[src/rtl/sir_ram.sv]
`default_nettype none
// ---------------------------------------------------------------------------
// sir_ram
// Generic single-write, single-read RAM with registered read data.
// ---------------------------------------------------------------------------
module sir_ram #(
	parameter int WIDTH = 8,
	parameter int DEPTH = 16,
	parameter int AW    = (DEPTH > 1) ? $clog2(DEPTH) : 1
) (
	input  wire logic             clk,
	input  wire logic             we,
	input  wire logic [AW-1:0]    waddr,
	input  wire logic [WIDTH-1:0] wdata,
	input  wire logic [AW-1:0]    raddr,
	output logic      [WIDTH-1:0] rdata
);

	logic [WIDTH-1:0] mem_q [DEPTH];
	logic [WIDTH-1:0] rdata_q;

	always_ff @(posedge clk) begin
		if (we) begin
			mem_q[waddr] <= wdata;
		end
		rdata_q <= mem_q[raddr];
	end

	assign rdata = rdata_q;

endmodule
`default_nettype wire

[config.mk]
export PLATFORM = sky130hd
export DESIGN_NAME = sir_ram
export DESIGN_NICKNAME = d
export VERILOG_FILES = /design/src/rtl/sir_ram.sv
export SDC_FILE = /design/constraint.sdc
export NUM_CORES = 1
export LEC_CHECK = 0
export ABC_AREA = 1
export BUFFER_PORTS_ARGS = -buffer_cell sky130_fd_sc_hd__clkbuf_2
export CELL_PAD_IN_SITES_DETAIL_PLACEMENT = 1
export CELL_PAD_IN_SITES_GLOBAL_PLACEMENT = 1
export CORE_UTILIZATION = 49
export CTS_CLUSTER_SIZE = 14
export DETAILED_ROUTE_END_ITERATION = 10
export PLACE_DENSITY_LB_ADDON = 0.1
export SLEW_MARGIN = 20
export SYNTH_ARGS = -nofsm -noshare
export SYNTH_HDL_FRONTEND = slang
export SYNTH_SLANG_ARGS = --single-unit
[constraint.sdc]
create_clock -name clk -period 1.58 [get_ports clk]
set_clock_uncertainty 0.15 [all_clocks]
set_input_delay 0.158 -clock clk [delete_from_list [all_inputs] [get_ports clk]]
set_output_delay 0.158 -clock clk [all_outputs]
set_load 0.005 [all_outputs]
### After elaboration in Yosys (flattened, before gate mapping)

Memories as Yosys holds them, arrays and structs flattened. A register that Yosys moved wholly into a read port is not among the register bits.
Index checks and enable logic that the tools add are counted.

| word-level totals | value |
|---|---|
| word-level logic and storage cells | 3 |
| output and inout port bits | 8 |
| memories | 1 |
| memory bits (writable) | 128 |
| register bits | 0 |

Memory list:

| name | depth | bits a word | rd ports | clocked after memory_dff | wr ports | RTL line | source |
|---|---|---|---|---|---|---|---|
| mem_q | 16 | 8 | 1 | 1 | 1 | 19 | `logic [WIDTH-1:0] mem_q [DEPTH];` |

| operators by class | value |
|---|---|
| multiplexer cells | 2 |

Operators by type and width:

| operator | number |
|---|---|
| $mux W1 | 2 |

### Logic depth before layout (Yosys ltp)

Gate-level depths: netlist of the first run.

| depth | value |
|---|---|
| word-level depth | 2 |
| depth in mapped cells | 8 |

### Least setup slack after synthesis of the first run

Ideal clock, no wire load.

| timing path | value |
|---|---|
| kind | input to register |
| start | input waddr[2] |
| end | memory mem_q[10][0], enable pin |
| data arrival time | 739 ps |
| path buffers | 0 |
| setup time | 370 ps |
| stages on the path | 2 |
| setup slack | 321 ps |
| cell sequence | nand3b_1 > nor2_1 |

RTL lines:

| what | RTL line | source |
|---|---|---|
| from (decl) | 13 | `input wire logic [AW-1:0] waddr,` |
| to (decl) | 19 |  |

No word-level cell before the write port.

### Worst setup path after layout of the first run

| timing path | value |
|---|---|
| start | register rdata_q[5] (netlist: rdata[5]), read port of mem_q |
| end | output rdata[5] |

RTL lines:

| what | RTL line | source |
|---|---|---|
| from (decl) | 20 | `logic [WIDTH-1:0] rdata_q;` |
| to (decl) | 16 | `output logic [WIDTH-1:0] rdata` |

No word-level cell between the ends.

==> metrics.cfg, run 1 <==
[run_status]
outcome=complete, no violations

[worst_setup_path]
end_kind=output port
crit_arrival_ps=920
crit_type=flop to output port
critical_path.cell_chain=clkbuf_2
startpoint_type=flop
crit_required_ps=1270
slowest_delay_ps=370
r2r_slack_ps=400
path_delay_family=flip-flops
rr_endpoint=rdata[0]
rr_worst_depth=6
cp_slowest_cell=dfxtp_1
critPathBufInv=1
reg2reg_from=mem_q[3][0]
cp_num_cells=1
cp_max_fo=1

[route]
dr.pass1.iters=4
via_count=3954
routed_wl_um=15100
wl_per_cell_um=20.1
vias_per_cell=5.25
drc=0
drt_iter0_drc=241
antenna_left=0

[min_path]
min_from=wdata[2]
hp-class=primary input to flop
hold_path_depth=1
whs_endpoint=mem_q[3][2]

[logic_synthesis]
yosys.area_share.simple_pct=21.0
netlist_area_um2=5770
ys_warn_count=0
avgSynthCellArea_um2=10.5
synth_top_family_by_area=simple AND/OR/NAND/NOR gates
synth-seq-cells=136
postSynthCellCount=551
synth-seq-area-share_pct=69.4
synth_fa_ha_area_share_pct=0
synth-xor-area-share_pct=0
syn_nets=569
muxShareOfSynthArea_pct=0
synth.distinct_cells=12
synth-compound-area-share_pct=0

[run]
drv_cap=0

[grt]
grt_pass1_wl_um=23500
grt_usage_pct=26.7
antenna_found_initial=0
overflow=0
grt_start_max_net_pins=57
grt_pass1_vias=4128

[clock_tree]
cts_tree=done
cts_buffers=17
cts_hold_buf=0
post_cts_buffers=0
insertion_delay_ps=430
cts_sinks=136
h-tree-depth=4
clk_pin_slew_ps=50
cts_resized=0
root_buffer=clkbuf_16
cts_buffer_depth=2

[placed_design]
dp_cells=721
place.gp.congestion=0.820
port_buffers=25
hpwlAfterDp_um=9200

[sta]
finalSetupTns_ps=0
slew_headroom_pct=66.2
grt_setup_unrepaired=no
min_period_ps=1230
setup_viol=0
worstMarginPinSlew_ps=506
slew_viol_final=0
min_period_over_period_pct=77.7
hold_viol_final=0
max_freq_ghz=0.814

[floorplanning]
die-height_um=110
rows=39
dieArea_um2=12200
io_pins=26
start_util_pct=50.3
die_x_um=110
core_area_um2=11500

[layout]
final_nets=615
fin_cells=753
nFillCells=1225
fin_util_pct=58.6
layout_commonest_cell=nand2_1
syn_to_final_growth_pct=16.5
final_cell_mix=173 x nand2_1, 128 x edfxtp_1, 100 x inv_1
drive_gt1_share_pct=12.6
antenna_cells=0

[power]
power_density_nw_per_um2=1260
p_leak_nw=2.95
ir_drop_mv=1.02

==> stage by stage <==
stage / power, mW / instance area, um^2 / hold slack [ps] / setup slack, ps
after floorplan: 4.41 / 5770 / 107 / 321
after global placement: 4.65 / 6150 / 380 / 151
after detailed placement: 4.67 / 6150 / 386 / 141
after CTS: 8.50 / 6720 / 40.9 / 334
after global routing: 8.66 / 6720 / 56.9 / 314
final: 8.44 / 6720 / 65.8 / 352
==> worst reg2reg max path, cell delays in order (launching register included) <==
cell and delay (ps):
edfxtp_1 370, nand2_1 90, nand2_1 70, nand2_1 60, nand3_1 100, nand3_1 150
nand2_1 90
==> synthesized netlist by cell type (all sizes together) <==
cell	number	area (um^2)
buf	24	166
dfxtp	8	160
edfxtp	128	3840
inv	102	383
nand2	173	649
nand3	97	485
nand3b	2	15.0
nor2	17	63.8
==> flip-flops by register name, indices dropped and copies added (netlist names) <==
signal and count:
rdata 8, mem_q 128
==> cell families (layout without fill, tap and decap cells) <==
group | after synthesis | after routing
DFF | 136 | 136
buffers and inverters | 126 | 185
and+or+nand+nor | 289 | 289
==> layer usage <==
| metal | track usage (%) | wire, um | share of wire (%) | up-vias |
|---|---|---|---|---|
| li1 | - | - | - | 1869 |
| met2 | 43.9 | 7550 | 50 | 101 |
| met3 | 6.09 | 544 | 3.6 | 33 |
| met1 | 33.8 | 6640 | 44 | 1951 |
| met4 | 12.3 | 393 | 2.6 | 0 |
| met5 | 0 | 0 | 0 | - |
==> final cells by class <==
cell class / count / area [um^2] / share of cell area [%]
inverters: 102 / 383 / 5.70
flip-flops and latches: 136 / 4000 / 59.6
clock inverters: 13 / 135 / 2.01
multi-input cells: 289 / 1210 / 18.1
repair buffers: 51 / 370 / 5.51
well taps: 143 / 179 / 2.66
clock buffers: 19 / 433 / 6.44
==> where the power goes <==
part           switching (mW)  internal [mW]
Clock                    1.41           2.43
Combinational           0.368          0.160
Sequential             0.0322           4.04
Total                    1.81           6.63
==> worst max path at each step <==
stage | start | slack (ps) | to
after floorplan | waddr[2] | 320 | mem_q[10][0]
after global placement | raddr[0] | 150 | rdata[1]
after detailed placement | raddr[0] | 140 | rdata[1]
after CTS | rdata[3] | 330 | rdata[3]
after global routing | mem_q[0][0] | 310 | rdata[0]
final | rdata[5] | 350 | rdata[5]
Power figures use the tool's default switching activity.
==> run 2: changes to the inputs <==
- clock period: 1.58 -> 1.2 ns (I/O delays scaled with it)
==> run 2 against run 1 <==
Net effect:
- total power is 33% higher
- utilization is 0.99 points higher
- critical endpoint is now rdata[3]
- highest routed layer unchanged
- final cell count is 0.66% higher
- clock power is 33% higher
- routed wire length hardly changed
- critical path depth stayed put
- sequential power is 32% higher
==> metrics.cfg, run 2 (synthesized netlist as in run 1, its figures left out) <==
[run_status]
outcome=complete, no violations

[route]
drc=0  ; unchanged
dr.pass1.iters=4  ; unchanged
via_count=3983  ; +0.73%
vias_per_cell=5.25  ; about the same
drt_iter0_drc=229  ; -5.0%
wl_per_cell_um=20.0  ; -0.67%
antenna_left=0  ; unchanged
routed_wl_um=15100  ; about the same

[worst_setup_path]
slowest_delay_ps=350  ; -20 ps
critical_path.cell_chain=clkbuf_2
end_kind=output port
critPathBufInv=1  ; unchanged
crit_arrival_ps=900  ; -20 ps
r2r_slack_ps=70  ; -330 ps
crit_required_ps=930  ; -340 ps
cp_max_fo=1  ; unchanged
path_delay_family=flip-flops
cp_slowest_cell=dfxtp_2
crit_type=flop to output port
startpoint_type=flop

[placed_design]
port_buffers=25  ; unchanged
hpwlAfterDp_um=9640  ; +4.8%
place.gp.congestion=0.790  ; -3.6%

[power]
p_leak_nw=3.01  ; +2.1%
ir_drop_mv=1.18  ; +16%
power_density_nw_per_um2=1640  ; +30%
total_power_mw=11.2  ; +33%

[layout]
antenna_cells=0  ; unchanged
final_nets=621  ; +0.98%
drive_gt1_share_pct=15.6  ; +3.0 points
largest_reg_flops=128  ; unchanged
layout_commonest_cell=nand2_1
regMostFlops=mem_q
syn_to_final_growth_pct=18.5
final_cell_mix=173 x nand2_1, 128 x edfxtp_1, 100 x inv_1

[floorplanning]
core_area_um2=11500  ; unchanged
dieArea_um2=12200  ; unchanged
die-height_um=110  ; unchanged
io_pins=26  ; unchanged
start_util_pct=50.3  ; unchanged
rows=39  ; unchanged
die_x_um=110  ; unchanged

[sta]
min_period_ps=1170
worstMarginPinSlew_ps=488  ; -18.8 ps
finalSetupTns_ps=0  ; unchanged
slew_viol_final=0  ; unchanged
hold_viol_final=0  ; unchanged
min_period_over_period_pct=97.1
slew_headroom_pct=67.5  ; +1.3 points
max_freq_ghz=0.858
setup_viol=0  ; unchanged
grt_setup_unrepaired=no

[clock_tree]
cts_sinks=136  ; unchanged
cts_buffer_depth=2  ; unchanged
post_cts_buffers=0  ; unchanged
insertion_delay_ps=430  ; about the same
clk_pin_slew_ps=60  ; about the same
h-tree-depth=4  ; unchanged
cts_buffers=17  ; unchanged
cts_tree=done
root_buffer=clkbuf_16

[min_path]
hp-class=primary input to flop

[grt]
antenna_found_initial=0  ; unchanged
grt_pass1_wl_um=23500  ; +0.38%
grt_start_max_net_pins=42  ; -26%
grt_pass1_vias=4252  ; +3.0%
overflow=0  ; unchanged
grt_usage_pct=26.9  ; +0.12 points

[run]
drv_cap=0  ; unchanged

[run 2: stage by stage]
step / worst slack, ps / util (%) / area (um^2) / hold slack, ps / std cells
after global placement: -150 / 54.2 / 6210 / 343 / 726
after detailed placement: -169 / 54.2 / 6210 / 351 / 726
final: 34.9 / 59.6 / 6830 / 43.3 / 758
after global routing: 1.57 / 59.6 / 6830 / 33.2 / 758
after CTS: 7.36 / 59.2 / 6790 / 25.3 / 758
after floorplan: -20.8 / - / 5770 / 68.9 / 551
[run 2: cell type report]
class                           count  area, um^2
Clock inverter                     13         136
Fill cell                        1236        4640
Sequential cell                   136        4010
Clock buffer                       18         429
Timing Repair Buffer               57         443
Tap cell                          143         179
Inverter                          102         383
Multi-Input combinational cell    289        1250
[run 2: per-layer routing]
layer	up-vias	GRT usage, %	wire [um]
met1	1968	33.3	6410
li1	1876	-	-
met5	-	0	0
met3	34	7.41	692
met2	105	43.1	7520
met4	0	13.8	502
[run 2: worst paths after layout]
check,from,endpoint,depth (start not counted)
max,rdata[3],rdata[3],1
min,wdata[2],mem_q[10][2],1
max reg2reg,mem_q[8][1],rdata[1],6
min reg2reg,mem_q[4][3],rdata[3],6
[run 2: repair_timing]
action,in CTS,in global routing
hold endpoints to repair,4,0
setup endpoints to repair,1,8
cloned,0,0
hold buffers,1,0
resized for setup,1,10
[run 2: report_power, final]
group | switching [mW] | leakage, nW | internal [mW]
combinational | 0.496 | 1.50 | 0.239
clock | 1.91 | 0.285 | 3.20
sequential | 0.0392 | 1.22 | 5.32
==> run 3: changes to the inputs <==
- clock period: 1.2 -> 1.3 ns (I/O delays scaled with it)
==> run 3 against run 2 <==
Net effect:
- clock power fell by 11%
- final cell count is 0.40% lower
- sequential share of layout area grew 0.61 points
- routed wire length grew 1.1%
- global-route usage grew 0.43 points
- sequential power down 7.8%
- sequential cell count is the same
- register-to-register slack gained 20 ps
- critical path depth increased by 5
- worst setup slack better by 56 ps
- largest power group unchanged
==> metrics.cfg, run 3 (synthesized netlist as in run 1, its figures left out) <==
[route]
drt_iter0_drc=227  ; -0.87%
routed_wl_um=15300  ; +1.1%
wl_per_cell_um=20.3  ; +1.5%
dr.pass1.iters=4  ; unchanged
vias_per_cell=5.27  ; +0.22%
antenna_left=0  ; unchanged
drc=0  ; unchanged
via_count=3976  ; -0.18%

[power]
p_switching_mw=2.14  ; -13%
sequentialPowerShare_pct=48.6  ; +0.8 points
p_int_mw=8.02  ; -8.3%
clkPwrFrac_pct=44.8  ; -0.8 points
power_density_nw_per_um2=1500  ; -8.2%
power_frac_comb_pct=6.5  ; about the same
ir_drop_mv=1.11  ; -6.2%
switching_share_pct=21.1  ; -0.79 points
total_power_mw=10.2  ; -9.2%
p_leak_nw=2.97  ; -1.3%

[min_path]
hp-class=primary input to flop

[floorplanning]
core_area_um2=11500  ; unchanged
die_x_um=110  ; unchanged
start_util_pct=50.3  ; unchanged
io_pins=26  ; unchanged
dieArea_um2=12200  ; unchanged
rows=39  ; unchanged
die-height_um=110  ; unchanged

[layout]
syn_to_final_growth_pct=17.1
drive_gt1_share_pct=13.4  ; -2.2 points
antenna_cells=0  ; unchanged
fin_util_pct=58.9  ; -0.67 points
largest_reg_flops=128  ; unchanged
final_cell_mix=173 x nand2_1, 128 x edfxtp_1, 100 x inv_1
final_nets=618  ; -0.48%
regMostFlops=mem_q
layout_commonest_cell=nand2_1

[sta]
setup_viol=0  ; unchanged
finalSetupTns_ps=0  ; unchanged
slew_viol_final=0  ; unchanged
hold_ws_ps=41.9  ; -1.40 ps
setup_slack_ps=91.4  ; +56.5 ps
hold_viol_final=0  ; unchanged
grt_setup_unrepaired=no
worstMarginPinSlew_ps=463  ; -24.3 ps
slew_headroom_pct=69.1  ; +1.6 points
min_period_ps=1210
max_freq_ghz=0.827
min_period_over_period_pct=93.0

[worst_setup_path]
end_kind=flop
cp_max_fo=1  ; unchanged
crit_type=flop to flop
startpoint_type=flop
crit_required_ps=1450  ; +520 ps
crit_arrival_ps=1360  ; +460 ps

[clock_tree]
cts_buffer_depth=2  ; unchanged
post_cts_buffers=0  ; unchanged
cts_hold_buf=0  ; -1
h-tree-depth=4  ; unchanged
cts_tree=done
cts_buffers=17  ; unchanged
clk_pin_slew_ps=60  ; about the same
cts_sinks=136  ; unchanged
root_buffer=clkbuf_16
insertion_delay_ps=420  ; about the same
cts_resized=0  ; -1

[placed_design]
pre_cts_ws_ps=-113  ; +55.7 ps
place.gp.congestion=0.771  ; -2.4%
port_buffers=25  ; unchanged
hpwlAfterDp_um=9580  ; -0.60%

[grt]
grt_usage_pct=27.3  ; +0.43 points
antenna_found_initial=0  ; unchanged
grt_pass1_vias=4357  ; +2.5%
grt_pass1_wl_um=24100  ; +2.3%
overflow=0  ; unchanged
grt_start_max_net_pins=42  ; unchanged

[run]
drv_cap=0  ; unchanged

[run_status]
outcome=complete, no violations

==> run 3: power by group through the flow <==
stage / clock, mW / combinational (mW) / sequential (mW)
3_5_place_dp: 0 / 0.658 / 5.03
6_report: 4.56 / 0.661 / 4.94
2_1_floorplan: 0 / 0.346 / 5.02
5_1_grt: 4.76 / 0.729 / 4.95
4_1_cts: 4.61 / 0.670 / 4.94
3_3_place_gp: 0 / 0.635 / 5.02
==> run 3: critical path: stages (launching register included) <==
cell and delay [ps]:
edfxtp_1 370, inv_1 80, nand2_1 60, nand3_1 100, nand3_1 140, nand3_1 130
nand2_1 60
==> run 3: cell type report <==
type | count | area, um^2
sequential | 136 | 4000
inverter | 102 | 383
timing repair buffer | 54 | 405
fill | 1264 | 4710
tap | 143 | 179
clock buffer | 27 | 523
clock inverter | 4 | 42.5
multi-input combinational | 289 | 1220
==> run 3: worst paths after layout <==
path                                   start       end  slack (ps)  depth (start not counted)
worst max register to register   mem_q[8][5]  rdata[5]          90                          6
worst min-delay path                raddr[3]  rdata[2]          40                          4
worst max-delay path             mem_q[8][5]  rdata[5]          90                          6
worst min register to register  mem_q[13][2]  rdata[2]         530                          6
==> run 3: through the flow <==
stage | cell area (um^2) | instances
after floorplan | 5770 | 551
after global placement | 6180 | 724
after detailed placement | 6180 | 724
after CTS | 6750 | 755
after global routing | 6760 | 755
final | 6760 | 755
==> run 3: metal layers <==
| metal | vias up | track usage, % | share of wire, % |
|---|---|---|---|
| met3 | 34 | 5.54 | 2.5 |
| met4 | 0 | 13.3 | 3.4 |
| met2 | 83 | 46.6 | 51 |
| li1 | 1872 | - | - |
| met5 | - | 0 | 0 |
| met1 | 1987 | 32.9 | 43 |
